[config.mk]
export PLATFORM = sky130hd
export DESIGN_NAME = stereo_mate_row_parallax_shift
export DESIGN_NICKNAME = d
export VERILOG_FILES = /design/src/sv/smrp_pkg.sv /design/src/sv/stereo_mate_row_parallax_shift.sv /design/src/sv/smrp_front.sv /design/src/sv/smrp_queue.sv /design/src/sv/smrp_back.sv
export SDC_FILE = /design/constraint.sdc
export NUM_CORES = 2
export LEC_CHECK = 0
export BUFFER_PORTS_ARGS = -buffer_cell sky130_fd_sc_hd__buf_2
export CAP_MARGIN = 20
export CORE_UTILIZATION = 60
export CTS_CLUSTER_DIAMETER = 120
export CTS_CLUSTER_SIZE = 30
export DETAILED_ROUTE_END_ITERATION = 6
export PLACE_DENSITY = 0.8
export SLEW_MARGIN = 0
export SYNTH_ARGS = -nofsm -noshare
export SYNTH_HDL_FRONTEND = slang
export SYNTH_SLANG_ARGS = --single-unit
[constraint.sdc]
create_clock -name i_clk -period 17.1 [get_ports i_clk]
set_input_delay 2.565 -clock i_clk [delete_from_list [all_inputs] [get_ports i_clk]]
set_output_delay 2.565 -clock i_clk [all_outputs]
set_load 0.01 [all_outputs]
[src/sv/smrp_pkg.sv]
// ============================================================================
// smrp_pkg - shared types and constants for the row parallax shifter
// Beat payloads, configuration view and the work entry passed front to back.
// ============================================================================
package smrp_pkg;

    localparam int ColW  = 13;
    localparam int ValW  = 16;
    localparam int GainW = 24;
    localparam int HgtW  = 16;
    localparam int IdxW  = 3;

    localparam logic [IdxW-1:0] CFG_REVERSE    = 3'd0;
    localparam logic [IdxW-1:0] CFG_GAIN       = 3'd1;
    localparam logic [IdxW-1:0] CFG_REF_HEIGHT = 3'd2;
    localparam logic [IdxW-1:0] CFG_COL_OFFSET = 3'd3;
    localparam logic [IdxW-1:0] CFG_IN_COLS    = 3'd4;
    localparam logic [IdxW-1:0] CFG_EXT_COLS   = 3'd5;

    typedef struct packed {
        logic [ValW-1:0]        pixel_value;
        logic signed [HgtW-1:0] terrain_height;
        logic                   height_valid;
        logic                   row_last;
    } t_pixel;

    typedef struct packed {
        logic [ColW-1:0] run_start;
        logic [ColW-1:0] run_length;
        logic [ValW-1:0] run_value;
        logic            run_undefined;
        logic            row_done;
    } t_run;

    typedef struct packed {
        logic                    reverse;
        logic signed [GainW-1:0] gain;
        logic signed [HgtW-1:0]  ref_height;
        logic [ColW-1:0]         col_offset;
        logic [ColW-1:0]         in_cols;
        logic [ColW-1:0]         ext;
    } t_cfg;

    typedef struct packed {
        logic [ColW-1:0] proj;
        logic [ValW-1:0] value;
        logic            proj_ok;
        logic            first;
        logic            row_end;
    } t_work;

endpackage

[src/sv/stereo_mate_row_parallax_shift.sv]
// ============================================================================
// stereo_mate_row_parallax_shift - stereo mate row parallax shifter
// Projects a row of pixels by height parallax and emits filled column runs.
// Path: a pixel passes the front stage registers, the queue and the output register.
// Throughput: one pixel per cycle while the output is ready; a pixel holds the
// back for each run it emits, and one that starts and ends a row emits three.
// Reset: synchronous, active low; clears counters, queue and output register,
// and loads configuration defaults (input and extended columns at 1).
// ============================================================================
module stereo_mate_row_parallax_shift #(
    parameter int MAX_COLUMNS = 8191,
    parameter int PIXEL_BITS  = 16
) (
    input  logic                         i_clk,
    input  logic                         i_rst_n,
    input  logic                         i_in_valid,
    output logic                         o_in_ready,
    input  smrp_pkg::t_pixel             i_in_data,
    output logic                         o_out_valid,
    input  logic                         i_out_ready,
    output smrp_pkg::t_run               o_out_data,
    input  logic                         i_cfg_valid,
    output logic                         o_cfg_ready,
    input  logic [smrp_pkg::IdxW-1:0]    i_cfg_index,
    input  logic [smrp_pkg::GainW-1:0]   i_cfg_data
);
    import smrp_pkg::*;

    localparam logic [16:0] MaxCols = 17'(MAX_COLUMNS);

    logic                    r_reverse;
    logic signed [GainW-1:0] r_gain;
    logic signed [HgtW-1:0]  r_ref_height;
    logic [ColW-1:0]         r_col_offset;
    logic [ColW-1:0]         r_in_cols;
    logic [ColW-1:0]         r_ext_cols;

    t_cfg                    cfg;
    logic                    push_valid;
    logic                    push_ready;
    t_work                   push_data;
    logic                    pop_valid;
    logic                    pop_ready;
    t_work                   pop_data;

    assign o_cfg_ready = 1'b1;

    always_ff @(posedge i_clk) begin
        if (!i_rst_n) begin
            r_reverse    <= 1'b0;
            r_gain       <= '0;
            r_ref_height <= '0;
            r_col_offset <= '0;
            r_in_cols    <= 13'd1;
            r_ext_cols   <= 13'd1;
        end else if (i_cfg_valid) begin
            unique case (i_cfg_index)
                CFG_REVERSE:    r_reverse    <= i_cfg_data[0];
                CFG_GAIN:       r_gain       <= $signed(i_cfg_data);
                CFG_REF_HEIGHT: r_ref_height <= $signed(i_cfg_data[HgtW-1:0]);
                CFG_COL_OFFSET: r_col_offset <= i_cfg_data[ColW-1:0];
                CFG_IN_COLS:    r_in_cols    <= i_cfg_data[ColW-1:0];
                CFG_EXT_COLS:   r_ext_cols   <= i_cfg_data[ColW-1:0];
                default: begin
                end
            endcase
        end
    end

    always_comb begin
        cfg.reverse    = r_reverse;
        cfg.gain       = r_gain;
        cfg.ref_height = r_ref_height;
        cfg.col_offset = r_col_offset;
        cfg.in_cols    = r_in_cols;
        cfg.ext        = ({4'b0, r_ext_cols} < MaxCols) ? r_ext_cols : MaxCols[ColW-1:0];
    end

    smrp_front #(
        .PIXEL_BITS (PIXEL_BITS)
    ) u_front (
        .i_clk        (i_clk),
        .i_rst_n      (i_rst_n),
        .i_cfg        (cfg),
        .i_in_valid   (i_in_valid),
        .o_in_ready   (o_in_ready),
        .i_in_data    (i_in_data),
        .o_push_valid (push_valid),
        .i_push_ready (push_ready),
        .o_push_data  (push_data)
    );

    smrp_queue u_queue (
        .i_clk        (i_clk),
        .i_rst_n      (i_rst_n),
        .i_push_valid (push_valid),
        .o_push_ready (push_ready),
        .i_push_data  (push_data),
        .o_pop_valid  (pop_valid),
        .i_pop_ready  (pop_ready),
        .o_pop_data   (pop_data)
    );

    smrp_back u_back (
        .i_clk       (i_clk),
        .i_rst_n     (i_rst_n),
        .i_cfg       (cfg),
        .i_pop_valid (pop_valid),
        .o_pop_ready (pop_ready),
        .i_pop_data  (pop_data),
        .o_out_valid (o_out_valid),
        .i_out_ready (i_out_ready),
        .o_out_data  (o_out_data)
    );

endmodule

[src/sv/smrp_front.sv]
// ============================================================================
// smrp_front - pixel intake and projection
// Counts columns, detects row ends, multiplies gain by height difference and
// floors/clamps the shifted column before handing a work entry to the queue.
// ============================================================================
module smrp_front #(
    parameter int PIXEL_BITS = 16
) (
    input  logic             i_clk,
    input  logic             i_rst_n,
    input  smrp_pkg::t_cfg   i_cfg,
    input  logic             i_in_valid,
    output logic             o_in_ready,
    input  smrp_pkg::t_pixel i_in_data,
    output logic             o_push_valid,
    input  logic             i_push_ready,
    output smrp_pkg::t_work  o_push_data
);
    import smrp_pkg::*;

    localparam logic [ValW-1:0] PixMask =
        (PIXEL_BITS >= ValW) ? {ValW{1'b1}} : ValW'((32'd1 << PIXEL_BITS) - 32'd1);

    logic [ColW-1:0]      r_in_col;
    logic                 r_first;

    logic                 r_s1_valid;
    logic signed [15:0]   r_s1_base;
    logic signed [16:0]   r_s1_dz;
    logic [ValW-1:0]      r_s1_value;
    logic                 r_s1_ok;
    logic                 r_s1_first;
    logic                 r_s1_end;

    logic                 r_s2_valid;
    logic signed [15:0]   r_s2_base;
    logic signed [40:0]   r_s2_prod;
    logic [ValW-1:0]      r_s2_value;
    logic                 r_s2_ok;
    logic                 r_s2_first;
    logic                 r_s2_end;

    logic                 s1_ready;
    logic                 s2_ready;
    logic                 in_acc;
    logic                 row_end;
    logic signed [15:0]   col;
    logic signed [15:0]   base;
    logic signed [16:0]   dz;
    logic signed [40:0]   prod;
    logic signed [41:0]   pos;
    logic signed [25:0]   c;
    logic signed [25:0]   lim;
    logic [ColW-1:0]      cl;
    logic [ColW-1:0]      q;

    assign s2_ready   = !r_s2_valid || i_push_ready;
    assign s1_ready   = !r_s1_valid || s2_ready;
    assign o_in_ready = s1_ready;
    assign in_acc     = i_in_valid && s1_ready;

    assign row_end = i_in_data.row_last
                  || (({1'b0, r_in_col} + 14'd1) >= {1'b0, i_cfg.in_cols});

    assign col  = i_cfg.reverse
                ? $signed({3'b0, i_cfg.in_cols}) - 16'sd1 - $signed({3'b0, r_in_col})
                : $signed({3'b0, r_in_col});
    assign base = col + $signed({3'b0, i_cfg.col_offset});
    assign dz   = $signed({i_in_data.terrain_height[HgtW-1], i_in_data.terrain_height})
                - $signed({i_cfg.ref_height[HgtW-1], i_cfg.ref_height});

    assign prod = 41'(r_s1_dz) * 41'(i_cfg.gain);

    assign pos = 42'($signed({r_s2_base, 16'h0000})) - 42'(r_s2_prod);
    assign c   = pos[41:16];
    assign lim = $signed({13'b0, i_cfg.ext}) - 26'sd1;

    always_comb begin
        if (c < 26'sd0) begin
            cl = '0;
        end else if (c > lim) begin
            cl = lim[ColW-1:0];
        end else begin
            cl = c[ColW-1:0];
        end
        q = i_cfg.reverse ? (i_cfg.ext - 13'd1 - cl) : cl;
    end

    assign o_push_valid        = r_s2_valid;
    assign o_push_data.proj    = q;
    assign o_push_data.value   = r_s2_value;
    assign o_push_data.proj_ok = r_s2_ok;
    assign o_push_data.first   = r_s2_first;
    assign o_push_data.row_end = r_s2_end;

    always_ff @(posedge i_clk) begin
        if (!i_rst_n) begin
            r_in_col   <= '0;
            r_first    <= 1'b1;
            r_s1_valid <= 1'b0;
            r_s2_valid <= 1'b0;
        end else begin
            if (in_acc) begin
                r_in_col <= row_end ? '0 : r_in_col + 13'd1;
                r_first  <= row_end;
            end
            if (s1_ready) begin
                r_s1_valid <= in_acc;
            end
            if (s2_ready) begin
                r_s2_valid <= r_s1_valid;
            end
        end
    end

    always_ff @(posedge i_clk) begin
        if (in_acc) begin
            r_s1_base  <= base;
            r_s1_dz    <= dz;
            r_s1_value <= i_in_data.pixel_value & PixMask;
            r_s1_ok    <= i_in_data.height_valid && (i_cfg.ext != '0);
            r_s1_first <= r_first;
            r_s1_end   <= row_end;
        end
        if (s2_ready && r_s1_valid) begin
            r_s2_base  <= r_s1_base;
            r_s2_prod  <= prod;
            r_s2_value <= r_s1_value;
            r_s2_ok    <= r_s1_ok;
            r_s2_first <= r_s1_first;
            r_s2_end   <= r_s1_end;
        end
    end

endmodule

[src/sv/smrp_queue.sv]
// ============================================================================
// smrp_queue - work entry queue
// Four-entry register queue that decouples projection from run emission.
// ============================================================================
module smrp_queue (
    input  logic            i_clk,
    input  logic            i_rst_n,
    input  logic            i_push_valid,
    output logic            o_push_ready,
    input  smrp_pkg::t_work i_push_data,
    output logic            o_pop_valid,
    input  logic            i_pop_ready,
    output smrp_pkg::t_work o_pop_data
);
    import smrp_pkg::*;

    localparam int Depth = 4;
    localparam int AW    = $clog2(Depth);

    t_work         r_mem [Depth];
    logic [AW-1:0] r_wr;
    logic [AW-1:0] r_rd;
    logic [AW:0]   r_count;
    logic          push;
    logic          pop;

    assign o_push_ready = (r_count != (AW+1)'(Depth));
    assign o_pop_valid  = (r_count != '0);
    assign o_pop_data   = r_mem[r_rd];
    assign push         = i_push_valid && o_push_ready;
    assign pop          = o_pop_valid && i_pop_ready;

    always_ff @(posedge i_clk) begin
        if (!i_rst_n) begin
            r_wr    <= '0;
            r_rd    <= '0;
            r_count <= '0;
        end else begin
            if (push) begin
                r_wr <= r_wr + 1'b1;
            end
            if (pop) begin
                r_rd <= r_rd + 1'b1;
            end
            r_count <= r_count + (AW+1)'(push) - (AW+1)'(pop);
        end
    end

    always_ff @(posedge i_clk) begin
        if (push) begin
            r_mem[r_wr] <= i_push_data;
        end
    end

endmodule

[src/sv/smrp_back.sv]
// ============================================================================
// smrp_back - run emission
// Walks each work entry through leading, pixel and trailing runs against the
// output pointer, one run beat per cycle while the output register is free.
// ============================================================================
module smrp_back (
    input  logic            i_clk,
    input  logic            i_rst_n,
    input  smrp_pkg::t_cfg  i_cfg,
    input  logic            i_pop_valid,
    output logic            o_pop_ready,
    input  smrp_pkg::t_work i_pop_data,
    output logic            o_out_valid,
    input  logic            i_out_ready,
    output smrp_pkg::t_run  o_out_data
);
    import smrp_pkg::*;

    typedef enum logic [1:0] {PH_LEAD, PH_PIX, PH_TAIL} t_phase;

    t_phase          r_phase;
    logic [13:0]     r_done;
    logic            r_any;
    logic            r_out_valid;
    t_run            r_out;

    t_work           w;
    logic            out_free;
    logic            step;
    logic [13:0]     ext14;
    logic [13:0]     q14;
    logic            lead_en;
    logic            pix_en;
    logic            tail_en;
    logic            mark_en;
    logic            tail_after_pix;
    logic [ColW-1:0] start;
    logic            emit;
    logic            last;
    logic [13:0]     n_done;
    t_phase          n_phase;
    t_run            n_out;

    assign w        = i_pop_data;
    assign out_free = !r_out_valid || i_out_ready;
    assign step     = i_pop_valid && out_free;
    assign ext14    = {1'b0, i_cfg.ext};
    assign q14      = {1'b0, w.proj};

    assign lead_en = (r_phase == PH_LEAD) && w.proj_ok && w.first && (q14 > r_done);
    assign pix_en  = ((r_phase == PH_LEAD) || (r_phase == PH_PIX)) && w.proj_ok
                  && (q14 >= r_done) && (r_done < ext14);
    assign tail_en = w.row_end && (r_done < ext14);
    assign mark_en = w.row_end && !r_any;
    assign tail_after_pix = w.row_end && ((q14 + 14'd1) < ext14);
    assign start   = i_cfg.reverse ? (i_cfg.ext - 13'd1 - r_done[ColW-1:0])
                                   : r_done[ColW-1:0];

    always_comb begin
        emit    = 1'b0;
        last    = 1'b1;
        n_done  = r_done;
        n_phase = PH_LEAD;
        n_out   = '0;
        priority if (lead_en) begin
            emit                = 1'b1;
            last                = 1'b0;
            n_done              = q14;
            n_phase             = PH_PIX;
            n_out.run_start     = start;
            n_out.run_length    = 13'(q14 - r_done);
            n_out.run_undefined = 1'b1;
        end else if (pix_en) begin
            emit             = 1'b1;
            last             = !tail_after_pix;
            n_done           = q14 + 14'd1;
            n_phase          = PH_TAIL;
            n_out.run_start  = start;
            n_out.run_length = 13'(q14 - r_done + 14'd1);
            n_out.run_value  = w.value;
            n_out.row_done   = w.row_end && !tail_after_pix;
        end else if (tail_en) begin
            emit                = 1'b1;
            n_out.run_start     = start;
            n_out.run_length    = 13'(ext14 - r_done);
            n_out.run_undefined = 1'b1;
            n_out.row_done      = 1'b1;
        end else if (mark_en) begin
            emit                = 1'b1;
            n_out.run_undefined = 1'b1;
            n_out.row_done      = 1'b1;
        end else begin
            emit = 1'b0;
        end
    end

    assign o_pop_ready = out_free && last;
    assign o_out_valid = r_out_valid;
    assign o_out_data  = r_out;

    always_ff @(posedge i_clk) begin
        if (!i_rst_n) begin
            r_phase     <= PH_LEAD;
            r_done      <= '0;
            r_any       <= 1'b0;
            r_out_valid <= 1'b0;
        end else begin
            if (step) begin
                if (last) begin
                    r_phase <= PH_LEAD;
                    r_any   <= 1'b0;
                    r_done  <= w.row_end ? '0 : n_done;
                end else begin
                    r_phase <= n_phase;
                    r_any   <= 1'b1;
                    r_done  <= n_done;
                end
            end
            if (step && emit) begin
                r_out_valid <= 1'b1;
                r_out       <= n_out;
            end else if (i_out_ready) begin
                r_out_valid <= 1'b0;
            end
        end
    end

`ifndef ASSERT_OFF
    a_marker_ends_row: assert property (@(posedge i_clk) disable iff (!i_rst_n)
        o_out_valid && (o_out_data.run_length == '0)
        |-> o_out_data.run_undefined && o_out_data.row_done)
        else $error("zero-length run that is not a row-end marker");

    a_row_end_clears: assert property (@(posedge i_clk) disable iff (!i_rst_n)
        step && last && w.row_end |=> (r_done == '0) && (r_phase == PH_LEAD))
        else $error("pointer not cleared after row end");

    a_head_held: assert property (@(posedge i_clk) disable iff (!i_rst_n)
        (r_phase != PH_LEAD) |-> i_pop_valid)
        else $error("work entry left mid-way through its runs");
`endif

endmodule

**After elaboration in Yosys (flattened, before gate mapping)**

Memory sizes are Yosys's and may differ from the RTL's. A register that Yosys moved wholly into a read port is not among the register bits.
Index checks and enable logic that the tools add are counted.

- Flip-flop bits (word level): 293
- Bits in writable memories: 128
- Input port bits: 66
- Output and inout port bits: 47
- Logic and storage cells: 146
- Memories kept: 1

Memories:

| memory | words | width | rd ports | clocked after Yosys merged registers in | wr ports | line | text |
|---|---|---|---|---|---|---|---|
| u_queue.r_mem | 4 | 32 | 1 | 1 | 1 | smrp_queue.sv:20 | `t_work r_mem [Depth];` |

- Add/sub/neg operators: 19
- $mul: 1
- Order comparisons: 8
- Equality and inequality tests: 7
- Muxes and demuxes: 34
- Bitwise gates (word level): 1
- Reduce and logical (&&, ||, !) cells: 41

Operator list:

| operator | number |
|---|---|
| 13-bit two-way mux | 6 |
| 26-bit two-way mux | 3 |
| 14-bit two-way mux | 4 |
| 13-bit subtractor | 4 |
| 32-bit by 41-bit subtractor with 42-bit output | 1 |
| 17-bit by 24-bit multiplier with 41-bit output | 1 |
| 13-bit by 1-bit adder with 14-bit output, second input constant | 2 |
| 14-bit by 13-bit less-than comparator with 1-bit output | 2 |
| 13-bit by 1-bit subtractor with 14-bit output, second input constant | 2 |
| 13-bit by 1-bit adder with 13-bit output, second input constant | 2 |
| 26-bit greater-than comparator | 1 |
| 26-bit by 1-bit less-than comparator with 1-bit output, second input constant | 1 |
| 1-bit logical AND | 18 |
| 16-bit by 16-bit subtractor with 17-bit output | 1 |
| 16-bit by 14-bit adder with 16-bit output | 1 |
| 16-bit two-way mux | 1 |
| 16-bit by 14-bit subtractor with 16-bit output | 1 |
| 13-bit by 14-bit greater-or-equal comparator with 1-bit output | 1 |
| 14-bit by 13-bit greater-or-equal comparator with 1-bit output | 1 |
| 13-bit by 14-bit greater-than comparator with 1-bit output | 1 |
| 2-bit two-way mux | 7 |
| 2-bit AND reduction | 7 |
| 13-bit less-than comparator, second input constant | 1 |
| 1-bit two-way mux | 13 |
| other kinds (18) | 29 |

**Longest topological paths before layout**

- Depth after elaboration: 11
- Depth in mapped cells: 40
- Mapped depth without buffers: 39

**Modules after synthesis**

A second synthesis with hierarchy kept.

- Cells, all modules: 3739
- Area total of the unflattened synthesis: 38249.2 um2

By module, submodules not included:

| module | instances | cells an instance | area each (um2) | seq. area each (um2) |
|---|---|---|---|---|
| smrp_front | 1 | 2592 | 24452.2 | 4164.0 |
| smrp_back | 1 | 625 | 5551.6 | 1681.6 |
| smrp_queue | 1 | 215 | 5138.7 | 4023.9 |
| stereo_mate_row_parallax_shift | 1 | 307 | 3106.7 | 1601.5 |

**Least setup slack after synthesis**

Ideal clock, no wire load.

- Path type: reg2reg
- Start point: register r_ext_cols[0]
- End point: memory u_queue.r_mem[0][31] (netlist name) (data pin)
- Setup time: 0.294 ns
- Arrival time: 7.559 ns
- Data required time: 16.806 ns
- Path slack: 9.247 ns
- Stages on the path, launching flop included: 31
- Path buffers: 2
- Period minus slack after synthesis: 7.853 ns
- Cells stage by stage: dfxtp_1 -> clkbuf_1 -> nor4_1 -> nand2_1 -> nor4_1 -> nand3_1 -> ha_1 -> nand4_1 -> or4_1 -> nor4_1 -> o21ai_0 -> o311a_1 -> and3_4 -> or3_1 -> buf_6 -> mux2_1 -> nor2_1 -> ha_1 -> inv_1 -> fa_1 -> a21o_1 -> a21oi_1 -> o21ai_0 -> a21oi_1 -> o21a_1 -> o21ai_0 -> o41ai_1 -> a2111oi_0 -> o32ai_1 -> o2111a_1 -> o2111ai_1

RTL lines:

| element | line | text |
|---|---|---|
| start: declaration | stereo_mate_row_parallax_shift.sv:36 | `logic [ColW-1:0] r_ext_cols;` |
| start signal: assignment | stereo_mate_row_parallax_shift.sv:63 | `CFG_EXT_COLS: r_ext_cols <= i_cfg_data[ColW-1:0];` |
| end: declaration | smrp_queue.sv:20 |  |

==> results.json <==
{
  "worst-setup-path-type": "reg -> reg",
  "final-hold-violation-count": 0,
  "end_kind": "flip-flop",
  "drt-total-wl_mm": 90.12,
  "arrival_ns": 9.50,
  "crit_buf_inv": 3,
  "final_antenna_net_count": 0,
  "hold_path_class": "reg -> reg",
  "crit_family": "compound AO/OA/AOI/OAI gates",
  "period_needed_ns": 9.183,
  "synth_seq_area_share": 0.3061,
  "io_pins": 113,
  "drtIter0Drc": 2259,
  "grt-ovfl-total": 0,
  "period_share": 0.5370,
  "worstHoldStart": "u_front.r_s1_value[14]",
  "critPathRequiredTime_ns": 17.41,
  "crit_slowest_cell": "o41ai_1",
  "ctsHoldBuffers": 0,
  "vdd_drop_max_mv": 0.1625,
  "antennaDiodeCount": 0,
  "die_y_um": 251.9,
  "clock-sinks": 423,
  "relSlewSlack": 0.2894,
  "fin_nets": 4577,
  "path_clk_slew_ns": 0.12,
  "async_flop_share": 0,
  "n_fill_cell": 4950,
  "place_area_um2": 38920,
  "wl_per_cell_um": 19.31,
  "synth.avg_cell_area_um2": 9.923,
  "synth_area_leaders": "edfxtp_1 (24%), fa_1 (22%), ha_1 (9.6%), dfxtp_1 (6.6%), inv_1 (5.5%)",
  "cts_buffer_depth": 3,
  "startpoint": "u_front.r_s2_prod[3]",
  "path_max_fanout": 18,
  "grt_max_degree": 79,
  "outcome": "complete, no violations",
  "layout-drive-gt1-share": 0.06895,
  "clk_latency_ns": 0.61,
  "grt_pass1_wl_mm": 144.9,
  "ys_warn_count": 0,
  "maxCapViolCount": 0,
  "grt_usage": 0.2917,
  "drtPass1Iterations": 6,
  "h-tree-depth": 1,
  "drcViolationCount": 0,
  "start_kind": "flip-flop",
  "slowest_delay_ns": 0.76,
  "timing.fmax_mhz": 108.9,
  "coreArea_um2": 61710,
  "syn_area_um2": 37480,
  "synth_top_cell_by_area": "edfxtp_1",
  "cts_inserted_buffers": 20,
  "areaGrowthSynthToFinish_pct": 5.739,
  "hpwlAfterDp_mm": 67.53,
  "cts_setup_buffers": 0,
  "rsz0062_at_grt": "no",
  "dp.cells": 4627,
  "start_util": 0.6073,
  "vias": 27090,
  "total_power_mw": 4.239,
  "cts_root_buf": "clkbuf_16",
  "dieArea_um2": 63470,
  "clock_skew_ns": 0.06113,
  "synth_edf_count": 300,
  "post_cts_resized": 0,
  "gp_congestion": 0.9667,
  "slew_violations": 0,
  "antenna_found_initial": 0,
  "netlist-cell-type-count": 79,
  "worstMarginPinSlew_ns": 1.066,
  "synth_top_area_share": 0.2404,
  "design_area_um2": 39630,
  "placementRows": 91,
  "setup_viol": 0,
  "grt_pass1_vias": 27130,
  "fin_tns_setup_ns": 0,
  "post-route-util": 0.6422,
  "io_buffers": 111,
  "final_cells": 4666,
  "cpMostUsedCell": "a21oi_1",
  "pwr_density_cell_nw_per_um2": 107.0,
  "postSynthCellCount": 3777,
  "p_leak_nw": 16.81,
  "cts_tree": "built",
  "synth-seq-cells": 423,
  "synth-main-ff-cell": "edfxtp_1",
  "viasPerCell": 5.805,
  "syn_nets": 4539,
  "r2r-start": "u_front.r_s2_prod[3]",
  "die_x_um": 251.9
}
through the flow:
stage / setup slack [ns] / hold WS, ns
final: 7.917 / 0.4195
after global routing: 7.337 / 0.4258
after CTS: 8.134 / 0.4179
after detailed placement: 8.172 / 0.4052
after global placement: 8.426 / 0.4007
after floorplan: 9.247 / 0.4003
final cells by class:
class | count | area (um^2) | share of cell area
clock inverter | 7 | 118.9 | 0.002999
sequential | 423 | 11470 | 0.2895
multi-input combinational | 2648 | 23360 | 0.5894
tap | 837 | 1047 | 0.02643
inverter | 555 | 2085 | 0.05260
clock buffer | 29 | 534.3 | 0.01348
timing repair buffer | 167 | 1012 | 0.02554
cells in the mapped netlist, drive strengths merged (7+ instances only):
| library cell | count |
|---|---|
| a211oi | 15 |
| a21boi | 13 |
| a21o | 55 |
| a21oi | 211 |
| a22o | 11 |
| a22oi | 8 |
| a31oi | 11 |
| and2 | 174 |
| and3 | 35 |
| and4 | 7 |
| buf | 8 |
| clkbuf | 143 |
| dfxtp | 123 |
| edfxtp | 300 |
| fa | 409 |
| ha | 287 |
| inv | 554 |
| mux2 | 13 |
| mux2i | 14 |
| mux4 | 32 |
| nand2 | 514 |
| nand2b | 35 |
| nand3 | 39 |
| nand4 | 23 |
| nor2 | 168 |
| nor2b | 35 |
| nor3 | 48 |
| nor3b | 7 |
| nor4 | 23 |
| o211ai | 19 |
| o21a | 25 |
| o21ai | 101 |
| o21bai | 17 |
| o22ai | 12 |
| o31ai | 11 |
| o41ai | 7 |
| or2 | 11 |
| or3 | 20 |
| xnor2 | 135 |
| xor2 | 41 |
power breakdown:
part           internal, mW  total, mW  leakage [nW]  switching (mW)
Combinational         0.900       2.30          12.7            1.40
Clock                 0.236      0.592         0.307           0.357
Sequential             1.29       1.35          3.81          0.0582
placed cells by master (no fill, tap or decap), drive strengths merged, types with 135 or more instances in the layout:
master and count:
edfxtp 300, a21oi 211, fa 409, ha 287
buf 167, xnor2 135, inv 557, nand2 514
and2 174, nor2 168
sequential cells by signal, indices dropped and copies added (netlist names), 17 cells and up, named ones only:
| name | cells |
|---|---|
| u_front.r_s2_prod | 41 |
| r_gain | 24 |
| u_front.r_s1_dz | 17 |
| u_back.o_out_data | 44 |
| u_queue.r_mem | 128 |
layer usage:
layer / global-route usage / vias to the layer above / wire, um
met2: 0.4828 / 1075 / 42840
met1: 0.4004 / 13320 / 37630
met5: 0 / - / 0
li1: - / 12530 / -
met4: 0.08208 / 0 / 2365
met3: 0.04467 / 160 / 7281
worst paths after layout:
kind | endpoint | slack (ns) | cells past startpoint
max | u_queue.r_mem[1][31] | 7.92 | 36
min reg2reg | u_front.r_s2_value[14] | 0.42 | 0
min | u_front.r_s2_value[14] | 0.42 | 0
max reg2reg | u_queue.r_mem[1][31] | 7.92 | 36
cell families after synthesis:
family          after synthesis  share of synthesized area
xor+xnor                    176                    0.04113
simple gates               1151                     0.1456
other cells                   1                  0.0001001
mux                          59                    0.02727
buf+inv                     706                    0.07127
fa+ha+maj                   696                     0.3143
compound gates              565                    0.09428
flops                       423                     0.3061
Note: power is estimated with default switching activity, not from simulation.
